--- src/hdl/bgs_pkg.sv ---
// Shared types and constants for the battery gauge smoother.
// No dependencies; every other file in hdl/ imports this package.
package bgs_pkg;

   localparam int MV_W      = 15;
   localparam int PCT_W     = 7;
   localparam int CSR_IDX_W = 4;

   // millivolt conversion: mv = floor(((raw + 35) * 400 + 43) / 86)
   localparam int MV_OFFSET = 35;
   localparam int MV_ROUND  = 43;
   localparam longint unsigned MV_DIVISOR = 86;

   // average: floor((9 * avg + mv + 5) / 10)
   localparam int AVG_NUM_W = 19;
   localparam int AVG_ROUND = 5;
   localparam longint unsigned AVG_DIVISOR = 10;

   // quadratic estimate, coefficients scaled by 1e11
   localparam int MUL_A_W = 39;
   localparam int PROD_W  = MUL_A_W + MV_W;
   localparam longint unsigned PCT_SCALE = 64'd100000000000;
   localparam int PCT_STEPS = PCT_W;
   localparam int PCT_REM_W = $clog2(PCT_SCALE);
   localparam int U_W       = PCT_REM_W + PCT_STEPS;

   localparam logic signed [MUL_A_W-1:0] COEF_SQ   = 39'sd7847975;
   localparam logic signed [MUL_A_W-1:0] COEF_LIN  = 39'sd204973100000;
   localparam logic signed [PROD_W-1:0]  COEF_OFS  = 54'sd1327504000000000;
   // P at or above this rounds to more than 100 percent
   localparam logic signed [PROD_W-1:0]  SAT_LEVEL = 54'sd10050000000000;
   localparam logic [U_W-1:0]            HALF_SCALE = 44'd50000000000;

   localparam logic [MV_W-1:0]  MV_MAX       = 15'h7FFF;
   localparam logic [MV_W-1:0]  CHG_THR_RST  = 15'd13200;
   localparam logic [MV_W-1:0]  DEAD_THR_RST = 15'd11883;
   localparam logic [PCT_W-1:0] PCT_FULL     = 7'd100;
   localparam logic [PCT_W-1:0] PCT_EMPTY    = 7'd0;

   typedef enum logic [CSR_IDX_W-1:0] {
      CSR_CHG_THR  = 4'd0,
      CSR_DEAD_THR = 4'd1
   } csr_idx_type;

   typedef struct packed {
      logic busy;
      logic done;
   } unit_stat_type;

endpackage

--- src/hdl/bgs_if.sv ---
// Channel interfaces of the battery gauge smoother: sample, result, register write.
// Depends on bgs_pkg.
interface bgs_req_if #(parameter int SAMPLE_BITS = 12);
   logic                   valid;
   logic                   ready;
   logic [SAMPLE_BITS-1:0] raw_sample;

   modport source (output valid, output raw_sample, input ready);
   modport sink   (input valid, input raw_sample, output ready);
endinterface

interface bgs_rsp_if;
   import bgs_pkg::*;
   logic             valid;
   logic             ready;
   logic [MV_W-1:0]  smoothed_mv;
   logic [PCT_W-1:0] charge_percent;
   logic             charging;
   logic             dead;

   modport source (output valid, output smoothed_mv, output charge_percent,
                   output charging, output dead, input ready);
   modport sink   (input valid, input smoothed_mv, input charge_percent,
                   input charging, input dead, output ready);
endinterface

interface bgs_csr_if;
   import bgs_pkg::*;
   logic                 valid;
   logic                 ready;
   logic [CSR_IDX_W-1:0] index;
   logic [MV_W-1:0]      data;

   modport source (output valid, output index, output data, input ready);
   modport sink   (input valid, input index, input data, output ready);
endinterface

--- src/hdl/bgs_cdiv.sv ---
// Bit-serial restoring divider by a constant, one quotient bit per cycle.
// Depends on bgs_pkg (status struct).
module bgs_cdiv #(
   parameter longint unsigned DIVISOR = 10,
   parameter int STEPS = 19,
   localparam int REM_W = $clog2(DIVISOR),
   localparam int CNT_W = $clog2(STEPS + 1)
) (
   input  logic                   clock,
   input  logic                   reset,
   input  logic                   start,
   input  logic [REM_W-1:0]       rem_init,
   input  logic [STEPS-1:0]       num_init,
   output bgs_pkg::unit_stat_type stat,
   output logic [STEPS-1:0]       quotient
);
   import bgs_pkg::*;

   localparam logic [REM_W:0] DIV_C = (REM_W + 1)'(DIVISOR);

   logic [REM_W-1:0] rem_ff, rem_in;
   logic [STEPS-1:0] num_ff, num_in;
   logic [CNT_W-1:0] cnt_ff, cnt_in;
   logic             done_ff, done_in;
   logic [REM_W:0]   trial, diff;
   logic             ge;

   always_comb begin
      trial   = {rem_ff, num_ff[STEPS-1]};
      diff    = trial - DIV_C;
      ge      = (trial >= DIV_C);
      rem_in  = rem_ff;
      num_in  = num_ff;
      cnt_in  = cnt_ff;
      done_in = 1'b0;
      if (start) begin
         rem_in = rem_init;
         num_in = num_init;
         cnt_in = CNT_W'(STEPS);
      end else if (cnt_ff != '0) begin
         rem_in  = ge ? diff[REM_W-1:0] : trial[REM_W-1:0];
         num_in  = {num_ff[STEPS-2:0], ge};
         cnt_in  = cnt_ff - 1'b1;
         done_in = (cnt_ff == CNT_W'(1));
      end
   end

   always_ff @(posedge clock) begin
      if (reset) begin
         cnt_ff  <= '0;
         done_ff <= 1'b0;
      end else begin
         cnt_ff  <= cnt_in;
         done_ff <= done_in;
      end
   end

   always_ff @(posedge clock) begin
      rem_ff <= rem_in;
      num_ff <= num_in;
   end

   assign stat.busy = (cnt_ff != '0);
   assign stat.done = done_ff;
   assign quotient  = num_ff;

endmodule

--- src/hdl/bgs_smul.sv ---
// Serial shift-add multiplier: signed multiplicand times unsigned multiplier,
// one multiplier bit per cycle. Depends on bgs_pkg (status struct).
module bgs_smul #(
   parameter int A_W = 39,
   parameter int B_W = 15,
   localparam int P_W   = A_W + B_W,
   localparam int CNT_W = $clog2(B_W + 1)
) (
   input  logic                   clock,
   input  logic                   reset,
   input  logic                   start,
   input  logic signed [A_W-1:0]  a_in,
   input  logic [B_W-1:0]         b_in,
   output bgs_pkg::unit_stat_type stat,
   output logic signed [P_W-1:0]  product
);
   import bgs_pkg::*;

   logic signed [A_W-1:0] a_ff, a_in_mux;
   logic [A_W-1:0]        hi_ff, hi_in;
   logic [B_W-1:0]        lo_ff, lo_in;
   logic [CNT_W-1:0]      cnt_ff, cnt_in;
   logic                  done_ff, done_in;
   logic [A_W:0]          sum;

   always_comb begin
      sum      = {hi_ff[A_W-1], hi_ff} + (lo_ff[0] ? {a_ff[A_W-1], a_ff} : '0);
      a_in_mux = a_ff;
      hi_in    = hi_ff;
      lo_in    = lo_ff;
      cnt_in   = cnt_ff;
      done_in  = 1'b0;
      if (start) begin
         a_in_mux = a_in;
         hi_in    = '0;
         lo_in    = b_in;
         cnt_in   = CNT_W'(B_W);
      end else if (cnt_ff != '0) begin
         // add partial product, then arithmetic shift of {hi, lo}
         hi_in   = sum[A_W:1];
         lo_in   = {sum[0], lo_ff[B_W-1:1]};
         cnt_in  = cnt_ff - 1'b1;
         done_in = (cnt_ff == CNT_W'(1));
      end
   end

   always_ff @(posedge clock) begin
      if (reset) begin
         cnt_ff  <= '0;
         done_ff <= 1'b0;
      end else begin
         cnt_ff  <= cnt_in;
         done_ff <= done_in;
      end
   end

   always_ff @(posedge clock) begin
      a_ff  <= a_in_mux;
      hi_ff <= hi_in;
      lo_ff <= lo_in;
   end

   assign stat.busy = (cnt_ff != '0);
   assign stat.done = done_ff;
   assign product   = $signed({hi_ff, lo_ff});

endmodule

--- src/hdl/battery_gauge_smoother_core.sv ---
// Battery gauge smoother top level: sequencer, register file and output stage.
// Depends on bgs_pkg, bgs_if, bgs_cdiv and bgs_smul.
//
// Usage:
//  - req_bus carries one converter sample (raw_sample) per item. Ready is high
//    only while the sequencer is idle; one item is worked on at a time.
//  - rsp_bus returns one item per sample: smoothed_mv, charge_percent,
//    charging and dead.
//  - csr_bus writes register 0 (charging threshold) or 1 (dead threshold);
//    always ready, other indexes are dropped. Write only while idle.
//  - Processing time is set by the serial divide by 86 (SAMPLE_BITS+9 bits),
//    the divide by 10 (19 bits), two 15-bit serial multiplies and a 7-bit
//    divide, all one bit per cycle. The first sample skips the divide by 10;
//    a result set by a threshold skips the multiplies and the 7-bit divide.
//  - A new sample is accepted the cycle after the result is loaded into the
//    output register, even if the receiver has not taken it yet. If the
//    receiver still stalls when the next result is done, the sequencer waits.
//  - Reset clears the average (next sample loads it directly), restores the
//    threshold reset values and empties the output register.
module battery_gauge_smoother_core #(
   parameter int SAMPLE_BITS = 12
) (
   input  logic       clock,
   input  logic       reset,
   bgs_req_if.sink    req_bus,
   bgs_rsp_if.source  rsp_bus,
   bgs_csr_if.sink    csr_bus
);
   import bgs_pkg::*;

   // numerator of the millivolt conversion, (raw+35)*400+43
   localparam int NUM_W = SAMPLE_BITS + 9;

   typedef enum logic [3:0] {
      S_IDLE,
      S_DIV_MV,
      S_DIV_AVG,
      S_CLASSIFY,
      S_MUL_SQ,
      S_MUL_LIN,
      S_ROUND,
      S_DIV_PCT,
      S_DONE
   } state_type;

   state_type state_ff;

   // registers
   logic [MV_W-1:0] chg_thr_ff, dead_thr_ff;
   logic [MV_W-1:0] avg_ff;
   logic            avg_valid_ff;

   // unit controls
   logic                      div_mv_start_ff;
   logic [NUM_W-1:0]          div_mv_num_ff;
   logic                      div_avg_start_ff;
   logic [AVG_NUM_W-1:0]      div_avg_num_ff;
   logic                      mul_start_ff;
   logic signed [MUL_A_W-1:0] mul_a_ff;
   logic                      div_pct_start_ff;
   logic [PCT_REM_W-1:0]      div_pct_rem_ff;
   logic [PCT_STEPS-1:0]      div_pct_num_ff;
   logic signed [PROD_W-1:0]  p_ff;

   // pending result and output register
   logic [PCT_W-1:0] pct_ff;
   logic             chg_ff, dead_ff;
   logic             rsp_valid_ff;
   logic [MV_W-1:0]  rsp_mv_ff;
   logic [PCT_W-1:0] rsp_pct_ff;
   logic             rsp_chg_ff, rsp_dead_ff;

   // unit outputs
   unit_stat_type            div_mv_stat, div_avg_stat, mul_stat, div_pct_stat;
   logic [NUM_W-1:0]         div_mv_q;
   logic [AVG_NUM_W-1:0]     div_avg_q;
   logic [PCT_STEPS-1:0]     div_pct_q;
   logic signed [PROD_W-1:0] mul_prod;

   // combinational helpers
   logic [NUM_W-1:0]          s35, num_calc;
   logic [MV_W-1:0]           mv_sat;
   logic [AVG_NUM_W-1:0]      avg_num;
   logic signed [MUL_A_W-1:0] t_calc;
   logic signed [PROD_W-1:0]  p_calc;
   logic [U_W-1:0]            u_calc;
   logic                      is_dead, is_chg, p_nonpos;
   logic                      req_take;
   logic                      rsp_load;

   assign req_take = req_bus.valid && req_bus.ready;
   // output slot free, or being emptied this cycle
   assign rsp_load = (state_ff == S_DONE) && (!rsp_valid_ff || rsp_bus.ready);

   always_comb begin
      s35      = NUM_W'(req_bus.raw_sample) + NUM_W'(MV_OFFSET);
      // *400 as *256 + *128 + *16
      num_calc = (s35 << 8) + (s35 << 7) + (s35 << 4) + NUM_W'(MV_ROUND);
      mv_sat   = (|div_mv_q[NUM_W-1:MV_W]) ? MV_MAX : div_mv_q[MV_W-1:0];
      avg_num  = (AVG_NUM_W'(avg_ff) << 3) + AVG_NUM_W'(avg_ff)
                 + AVG_NUM_W'(mv_sat) + AVG_NUM_W'(AVG_ROUND);
      // first product is positive and below 2^38
      t_calc   = COEF_LIN - $signed(mul_prod[MUL_A_W-1:0]);
      p_calc   = mul_prod - COEF_OFS;
      // used only for 0 < P < SAT_LEVEL, so P fits in U_W bits
      u_calc   = p_ff[U_W-1:0] + HALF_SCALE;
      p_nonpos = p_ff[PROD_W-1] || (p_ff == '0);
      is_dead  = (avg_ff < dead_thr_ff);
      is_chg   = (avg_ff > chg_thr_ff);
   end

   bgs_cdiv #(.DIVISOR(MV_DIVISOR), .STEPS(NUM_W)) u_div_mv (
      .clock    (clock),
      .reset    (reset),
      .start    (div_mv_start_ff),
      .rem_init ('0),
      .num_init (div_mv_num_ff),
      .stat     (div_mv_stat),
      .quotient (div_mv_q)
   );

   bgs_cdiv #(.DIVISOR(AVG_DIVISOR), .STEPS(AVG_NUM_W)) u_div_avg (
      .clock    (clock),
      .reset    (reset),
      .start    (div_avg_start_ff),
      .rem_init ('0),
      .num_init (div_avg_num_ff),
      .stat     (div_avg_stat),
      .quotient (div_avg_q)
   );

   // shared by v*COEF_SQ and v*(COEF_LIN - v*COEF_SQ)
   bgs_smul #(.A_W(MUL_A_W), .B_W(MV_W)) u_mul (
      .clock   (clock),
      .reset   (reset),
      .start   (mul_start_ff),
      .a_in    (mul_a_ff),
      .b_in    (avg_ff),
      .stat    (mul_stat),
      .product (mul_prod)
   );

   // upper bits of the rounded estimate preload the remainder (< 1e11),
   // leaving 7 quotient bits
   bgs_cdiv #(.DIVISOR(PCT_SCALE), .STEPS(PCT_STEPS)) u_div_pct (
      .clock    (clock),
      .reset    (reset),
      .start    (div_pct_start_ff),
      .rem_init (div_pct_rem_ff),
      .num_init (div_pct_num_ff),
      .stat     (div_pct_stat),
      .quotient (div_pct_q)
   );

   // register writes
   assign csr_bus.ready = 1'b1;

   always_ff @(posedge clock) begin
      if (reset) begin
         chg_thr_ff  <= CHG_THR_RST;
         dead_thr_ff <= DEAD_THR_RST;
      end else if (csr_bus.valid) begin
         case (csr_bus.index)
            CSR_CHG_THR:  chg_thr_ff  <= csr_bus.data;
            CSR_DEAD_THR: dead_thr_ff <= csr_bus.data;
            default: ;
         endcase
      end
   end

   // sequencer
   always_ff @(posedge clock) begin
      if (reset) begin
         state_ff         <= S_IDLE;
         avg_valid_ff     <= 1'b0;
         avg_ff           <= '0;
         div_mv_start_ff  <= 1'b0;
         div_avg_start_ff <= 1'b0;
         mul_start_ff     <= 1'b0;
         div_pct_start_ff <= 1'b0;
         rsp_valid_ff     <= 1'b0;
      end else begin
         // one-cycle start strobes for the arithmetic units
         div_mv_start_ff  <= (state_ff == S_IDLE) && req_take;
         div_avg_start_ff <= (state_ff == S_DIV_MV) && div_mv_stat.done && avg_valid_ff;
         mul_start_ff     <= ((state_ff == S_CLASSIFY) && !is_dead && !is_chg)
                             || ((state_ff == S_MUL_SQ) && mul_stat.done);
         div_pct_start_ff <= (state_ff == S_ROUND) && !p_nonpos && (p_ff < SAT_LEVEL);
         if (rsp_load) begin
            rsp_valid_ff <= 1'b1;
         end else if (rsp_bus.valid && rsp_bus.ready) begin
            rsp_valid_ff <= 1'b0;
         end
         case (state_ff)
            S_IDLE: begin
               if (req_take) begin
                  div_mv_num_ff <= num_calc;
                  state_ff      <= S_DIV_MV;
               end
            end
            S_DIV_MV: begin
               if (div_mv_stat.done) begin
                  if (avg_valid_ff) begin
                     div_avg_num_ff <= avg_num;
                     state_ff       <= S_DIV_AVG;
                  end else begin
                     // first sample loads the average
                     avg_ff       <= mv_sat;
                     avg_valid_ff <= 1'b1;
                     state_ff     <= S_CLASSIFY;
                  end
               end
            end
            S_DIV_AVG: begin
               if (div_avg_stat.done) begin
                  avg_ff   <= div_avg_q[MV_W-1:0];
                  state_ff <= S_CLASSIFY;
               end
            end
            S_CLASSIFY: begin
               chg_ff  <= is_chg;
               dead_ff <= is_dead;
               // dead wins over charging
               if (is_dead) begin
                  pct_ff   <= PCT_EMPTY;
                  state_ff <= S_DONE;
               end else if (is_chg) begin
                  pct_ff   <= PCT_FULL;
                  state_ff <= S_DONE;
               end else begin
                  mul_a_ff <= COEF_SQ;
                  state_ff <= S_MUL_SQ;
               end
            end
            S_MUL_SQ: begin
               if (mul_stat.done) begin
                  mul_a_ff <= t_calc;
                  state_ff <= S_MUL_LIN;
               end
            end
            S_MUL_LIN: begin
               if (mul_stat.done) begin
                  p_ff     <= p_calc;
                  state_ff <= S_ROUND;
               end
            end
            S_ROUND: begin
               if (p_nonpos) begin
                  pct_ff   <= PCT_EMPTY;
                  state_ff <= S_DONE;
               end else if (p_ff >= SAT_LEVEL) begin
                  pct_ff   <= PCT_FULL;
                  state_ff <= S_DONE;
               end else begin
                  div_pct_rem_ff <= u_calc[U_W-1:PCT_STEPS];
                  div_pct_num_ff <= u_calc[PCT_STEPS-1:0];
                  state_ff       <= S_DIV_PCT;
               end
            end
            S_DIV_PCT: begin
               if (div_pct_stat.done) begin
                  pct_ff   <= div_pct_q;
                  state_ff <= S_DONE;
               end
            end
            S_DONE: begin
               if (rsp_load) begin
                  rsp_mv_ff   <= avg_ff;
                  rsp_pct_ff  <= pct_ff;
                  rsp_chg_ff  <= chg_ff;
                  rsp_dead_ff <= dead_ff;
                  state_ff    <= S_IDLE;
               end
            end
            default: state_ff <= S_IDLE;
         endcase
      end
   end

   assign req_bus.ready          = (state_ff == S_IDLE);
   assign rsp_bus.valid          = rsp_valid_ff;
   assign rsp_bus.smoothed_mv    = rsp_mv_ff;
   assign rsp_bus.charge_percent = rsp_pct_ff;
   assign rsp_bus.charging       = rsp_chg_ff;
   assign rsp_bus.dead           = rsp_dead_ff;

   // checks
   a_units_idle_when_ready: assert property (@(posedge clock) disable iff (reset)
      req_bus.ready |-> !(div_mv_stat.busy || div_avg_stat.busy || mul_stat.busy ||
                          div_pct_stat.busy))
      else $error("arithmetic unit busy while taking a new item");

   a_one_unit_busy: assert property (@(posedge clock) disable iff (reset)
      $onehot0({div_mv_stat.busy, div_avg_stat.busy, mul_stat.busy, div_pct_stat.busy}))
      else $error("more than one arithmetic unit running");

   a_pct_range: assert property (@(posedge clock) disable iff (reset)
      rsp_bus.valid |-> (rsp_bus.charge_percent <= PCT_FULL))
      else $error("charge percent above full");

   a_dead_empty: assert property (@(posedge clock) disable iff (reset)
      (rsp_bus.valid && rsp_bus.dead) |-> (rsp_bus.charge_percent == PCT_EMPTY))
      else $error("dead battery reports nonzero charge");

   a_chg_full: assert property (@(posedge clock) disable iff (reset)
      (rsp_bus.valid && rsp_bus.charging && !rsp_bus.dead)
         |-> (rsp_bus.charge_percent == PCT_FULL))
      else $error("charging battery not reported full");

endmodule

--- src/flat_wrapper.sv ---
// flat-port wrapper written by rule: the top's interface ports become plain ports
module battery_gauge_smoother_core_flat import bgs_pkg::*;
#(
   parameter int SAMPLE_BITS = 12
)
  (clock, reset, req_bus_valid, req_bus_raw_sample, req_bus_ready, rsp_bus_valid, rsp_bus_smoothed_mv, rsp_bus_charge_percent, rsp_bus_charging, rsp_bus_dead, rsp_bus_ready, csr_bus_valid, csr_bus_index, csr_bus_data, csr_bus_ready);
  bgs_req_if #(.SAMPLE_BITS(SAMPLE_BITS)) req_bus_i ();
  bgs_rsp_if rsp_bus_i ();
  bgs_csr_if csr_bus_i ();
  input  logic clock;
  input  logic reset;
  input wire logic [$bits(req_bus_i.valid)-1:0] req_bus_valid;
  input wire logic [$bits(req_bus_i.raw_sample)-1:0] req_bus_raw_sample;
  output wire logic [$bits(req_bus_i.ready)-1:0] req_bus_ready;
  output wire logic [$bits(rsp_bus_i.valid)-1:0] rsp_bus_valid;
  output wire logic [$bits(rsp_bus_i.smoothed_mv)-1:0] rsp_bus_smoothed_mv;
  output wire logic [$bits(rsp_bus_i.charge_percent)-1:0] rsp_bus_charge_percent;
  output wire logic [$bits(rsp_bus_i.charging)-1:0] rsp_bus_charging;
  output wire logic [$bits(rsp_bus_i.dead)-1:0] rsp_bus_dead;
  input wire logic [$bits(rsp_bus_i.ready)-1:0] rsp_bus_ready;
  input wire logic [$bits(csr_bus_i.valid)-1:0] csr_bus_valid;
  input wire logic [$bits(csr_bus_i.index)-1:0] csr_bus_index;
  input wire logic [$bits(csr_bus_i.data)-1:0] csr_bus_data;
  output wire logic [$bits(csr_bus_i.ready)-1:0] csr_bus_ready;
  assign req_bus_i.valid = req_bus_valid;
  assign req_bus_i.raw_sample = req_bus_raw_sample;
  assign req_bus_ready = req_bus_i.ready;
  assign rsp_bus_valid = rsp_bus_i.valid;
  assign rsp_bus_smoothed_mv = rsp_bus_i.smoothed_mv;
  assign rsp_bus_charge_percent = rsp_bus_i.charge_percent;
  assign rsp_bus_charging = rsp_bus_i.charging;
  assign rsp_bus_dead = rsp_bus_i.dead;
  assign rsp_bus_i.ready = rsp_bus_ready;
  assign csr_bus_i.valid = csr_bus_valid;
  assign csr_bus_i.index = csr_bus_index;
  assign csr_bus_i.data = csr_bus_data;
  assign csr_bus_ready = csr_bus_i.ready;
  battery_gauge_smoother_core #(.SAMPLE_BITS(SAMPLE_BITS)) u_core (.clock(clock), .reset(reset), .req_bus(req_bus_i), .rsp_bus(rsp_bus_i), .csr_bus(csr_bus_i));
endmodule
--- config.mk ---
export PLATFORM = sky130hd
export DESIGN_NAME = battery_gauge_smoother_core_flat
export DESIGN_NICKNAME = d
export VERILOG_FILES = /design/src/hdl/bgs_pkg.sv /design/src/hdl/bgs_if.sv /design/src/hdl/bgs_cdiv.sv /design/src/hdl/bgs_smul.sv /design/src/hdl/battery_gauge_smoother_core.sv /design/src/flat_wrapper.sv
export SDC_FILE = /design/constraint.sdc
export NUM_CORES = 1
export LEC_CHECK = 0
export ABC_AREA = 1
export ABC_CLOCK_PERIOD_IN_PS = 4320
export BUFFER_PORTS_ARGS = -buffer_cell sky130_fd_sc_hd__buf_2
export CAP_MARGIN = 15
export CORE_ASPECT_RATIO = 0.9
export CORE_MARGIN = 1
export CORE_UTILIZATION = 45
export CTS_CLUSTER_DIAMETER = 50
export CTS_CLUSTER_SIZE = 40
export DETAILED_ROUTE_END_ITERATION = 10
export GPL_TIMING_DRIVEN = 1
export HOLD_SLACK_MARGIN = 0.1
export SYNTH_ARGS = -nofsm -noshare
export SYNTH_HDL_FRONTEND = slang
export SYNTH_SLANG_ARGS = --single-unit
export TNS_END_PERCENT = 10
--- constraint.sdc ---
create_clock -name clock -period 4.32 [get_ports clock]
set_clock_uncertainty 0.1 [all_clocks]
set_input_delay 0.648 -clock clock [delete_from_list [all_inputs] [get_ports clock]]
set_output_delay 0.648 -clock clock [all_outputs]
set_load 0.05 [all_outputs]
==> out/metrics.cfg <==
[clock_tree]
cts_tree = done
htree_num_levels = 2
root_buffer = clkbuf_16
cts_buffers = 49
cts_resized = 0
worstSkewPairLatency_ns = 0.63
cts.sinks = 470
cts.clk_slew.worst_paths_ns = 0.07
post_cts_buffers = 0
ctsHoldBuffers = 0
ctsLongestPathBuffers = 3

[timing]
finalHoldViolations = 0
fmax_ghz = 0.296
fin_setup_tns_ns = 0
rsz0062_at_grt = no
setup_viol = 0
worst_pin_slew_ns = 0.896
hold_ws_ns = 0.162
drv_slew = 0
max_slew_margin_pct = 40.2
period_minus_slack_ns = 3.37
fin_crit_sh_pct = 78.1

[route]
wl_met2_mm = 31.4
drt-vias-per-instance = 5.21
dr_wl_met3_mm = 5.38
wl_per_cell_um = 17.2
drtAntennaViolNets = 0
top_layer_used = met4
met1_length_mm = 38.2
finalWirelength_mm = 76.8
initialDrtViolationCount = 1993
vias = 23210
drc_errors = 0
first_pass_iters = 5

[cells_and_area]
drive_gt1_share_pct = 8.07
final_cell_mix = 863 x nand2_1, 471 x inv_1, 368 x nor2_1, 344 x edfxtp_1, 248 x a21oi_1
fillers = 6074
mostFrequentLayoutCell = nand2_1
fin_nets = 3761
antennaDiodeCount = 0
fin_util_pct = 50.7
syn_to_final_growth_pct = 10.8

[synthesis]
synth-seq-area-share_pct = 45.6
netlist_instances = 3515
syn_area_per_cell_um2 = 8.01
yosys_most_used_dff = edfxtp_1
synth_area_um2 = 28200
synth_top_cell_area_share_pct = 36.7
synth_edf_count = 344
yosys_warnings = 0
netlist-cell-type-count = 65
yosys_register_bits = 470
synthTopCellsByArea = edfxtp_1 37%, nand2_1 12%, dfxtp_1 9.0%
yosysTopAreaCell = edfxtp_1
synth_nets = 3697
async_flop_share_pct = 0

[setup_path]
end_kind = flip-flop
crit_required_ns = 4.57
cp.arrival_ns = 3.63
r2r_slack_ns = 0.95
start_kind = flip-flop
rr_worst_depth = 14
r2r-start = u_core.u_div_mv.quotient[18]
cp-startpoint = u_core.u_div_mv.quotient[18]
worstSetupPathType = reg2reg
reg2reg_to = u_core.div_avg_num_ff[13]
worstPathMaxFanout = 14
crit_end = u_core.div_avg_num_ff[13]

[power_and_ir_drop]
power.switching_uw = 11100
share_comb_of_total_power_pct = 47.6
clkPwrFrac_pct = 18.9
internal_power_uw = 12700
pwr-share-seq_pct = 33.5
p_sw_share_pct = 46.7
power_uw = 23700
ir_drop_mv = 0.505
p_leak_uw = 0.0136
cellPowerDensity_nw_per_um2 = 761

[place]
io_buffer_count = 61
place_congestion = 0.980
dp_hpwl_mm = 59.7

[floorplanning]
core_um2 = 61500
ioPinCount = 63
dieHeight_um = 239
start_util_pct = 45.7
die_area_um2 = 63600
die_w_um = 266
num_rows = 86

[status]
status = finished, final reports clean

[grt]
grt_overflow = 0
grt_max_degree = 66
grt_pass1_vias = 21717
grt.total_usage_pct = 24.2
antenna_found_initial = 2
grt_pass1_wl_mm = 119

[job]
drv_cap = 0

[hold_path]
min_path_type = in2reg

==> layout make-up <==
type | count | area [um^2] | area share (%)
multi-input combinational | 2463 | 13100 | 42.0
sequential | 470 | 12900 | 41.2
inverter | 504 | 1890 | 6.07
clock buffer | 52 | 1270 | 4.07
tap | 836 | 1050 | 3.35
timing repair buffer | 91 | 531 | 1.70
clock inverter | 40 | 497 | 1.59
==> cells by family (layout without fill, tap and decap cells) <==
kind of cell,after synthesis,in the layout,share of synthesized area (%)
xor+xnor,122,122,3.82
other cells,1,1,0.0133
buf+inv,582,687,7.96
simple gates,1564,1564,23.1
flops,470,470,45.6
fa+ha+maj,146,146,6.94
compound gates,630,630,12.5
==> critical path, stage by stage, from the launching register on <==
cell,delay (ns)
edfxtp_1,0.39
nor2_1,0.19
nand3_1,0.09
buf_4,0.19
nor2_1,0.19
fa_1,0.45
inv_1,0.07
ha_1,0.28
nand2_1,0.10
nand2_1,0.05
a31oi_1,0.29
o211ai_1,0.20
a21oi_1,0.24
o21ai_0,0.13
xor2_1,0.17
==> flip-flops by register name, summed over array words and instances (netlist names), 5 cells and up <==
| name | flops |
|---|---|
| u_core.div_pct_rem_ff | 37 |
| u_core.u_div_avg.cnt_ff | 5 |
| u_core.u_div_mv.cnt_ff | 5 |
| u_core.mul_a_ff | 39 |
| u_core.chg_thr_ff | 15 |
| u_core.dead_thr_ff | 15 |
| u_core.u_div_pct.rem_ff | 37 |
| u_core.div_avg_num_ff | 19 |
| u_core.u_mul.hi_ff | 39 |
| u_core.rsp_bus.charge_percent | 7 |
| u_core.p_ff | 54 |
| u_core.div_pct_num_ff | 7 |
| u_core.u_mul.lo_ff | 15 |
| u_core.avg_ff | 15 |
| u_core.u_div_pct.quotient | 7 |
| u_core.u_div_mv.quotient | 21 |
| u_core.u_div_mv.rem_ff | 7 |
| u_core.div_mv_num_ff | 17 |
| u_core.u_mul.a_ff | 39 |
| u_core.u_div_avg.quotient | 19 |
| u_core.rsp_bus.smoothed_mv | 15 |
| u_core.pct_ff | 7 |
==> power by group through the flow <==
stage | sequential, uW | combinational, uW | clock (uW)
detailed placement | 7990 | 11100 | 0
global route | 8060 | 12800 | 4760
floorplan | 7320 | 8480 | 0
finish | 7960 | 11300 | 4480
CTS | 7900 | 11200 | 4580
global placement | 7970 | 11000 | 0
==> synth_stat cells, drive strengths merged, types with 33 or more instances <==
| cell type | number |
|---|---|
| nor3 | 54 |
| ha | 129 |
| o21ai | 257 |
| inv | 500 |
| a21oi | 257 |
| nand3 | 183 |
| xor2 | 97 |
| clkbuf | 49 |
| nor2 | 389 |
| edfxtp | 344 |
| nand4 | 33 |
| dfxtp | 126 |
| nand2 | 873 |
==> per-layer routing <==
layer | track usage [%] | vias to the layer above
li1 | - | 11768
met2 | 35.2 | 663
met4 | 6.95 | 0
met1 | 36.8 | 10685
met5 | 0 | -
met3 | 3.65 | 94
==> worst min path at each step <==
stage	startpoint	end	slack (ns)	cells past startpoint
2_1_floorplan	u_core.u_mul.cnt_ff[2]	u_core.u_mul.done_ff	0.30	1
3_3_place_gp	u_core.mul_a_ff[6]	u_core.u_mul.a_ff[6]	0.30	0
3_5_place_dp	u_core.mul_a_ff[16]	u_core.u_mul.a_ff[16]	0.30	0
4_1_cts	csr_bus_data[4]	u_core.chg_thr_ff[4]	0.13	3
5_1_grt	csr_bus_data[0]	u_core.dead_thr_ff[0]	0.16	3
6_report	csr_bus_data[0]	u_core.dead_thr_ff[0]	0.16	3
==> metrics by stage <==
stage / instance area (um^2) / cells / worst slack [ns]
4_1_cts: 31200 / 4456 / 0.942
3_3_place_gp: 29400 / 4364 / 0.414
2_1_floorplan: 28200 / 3515 / 0.410
6_report: 31200 / 4456 / 0.945
5_1_grt: 31200 / 4456 / 0.616
3_5_place_dp: 29400 / 4364 / 0.369
No activity file was read; power rests on OpenSTA's default activity.
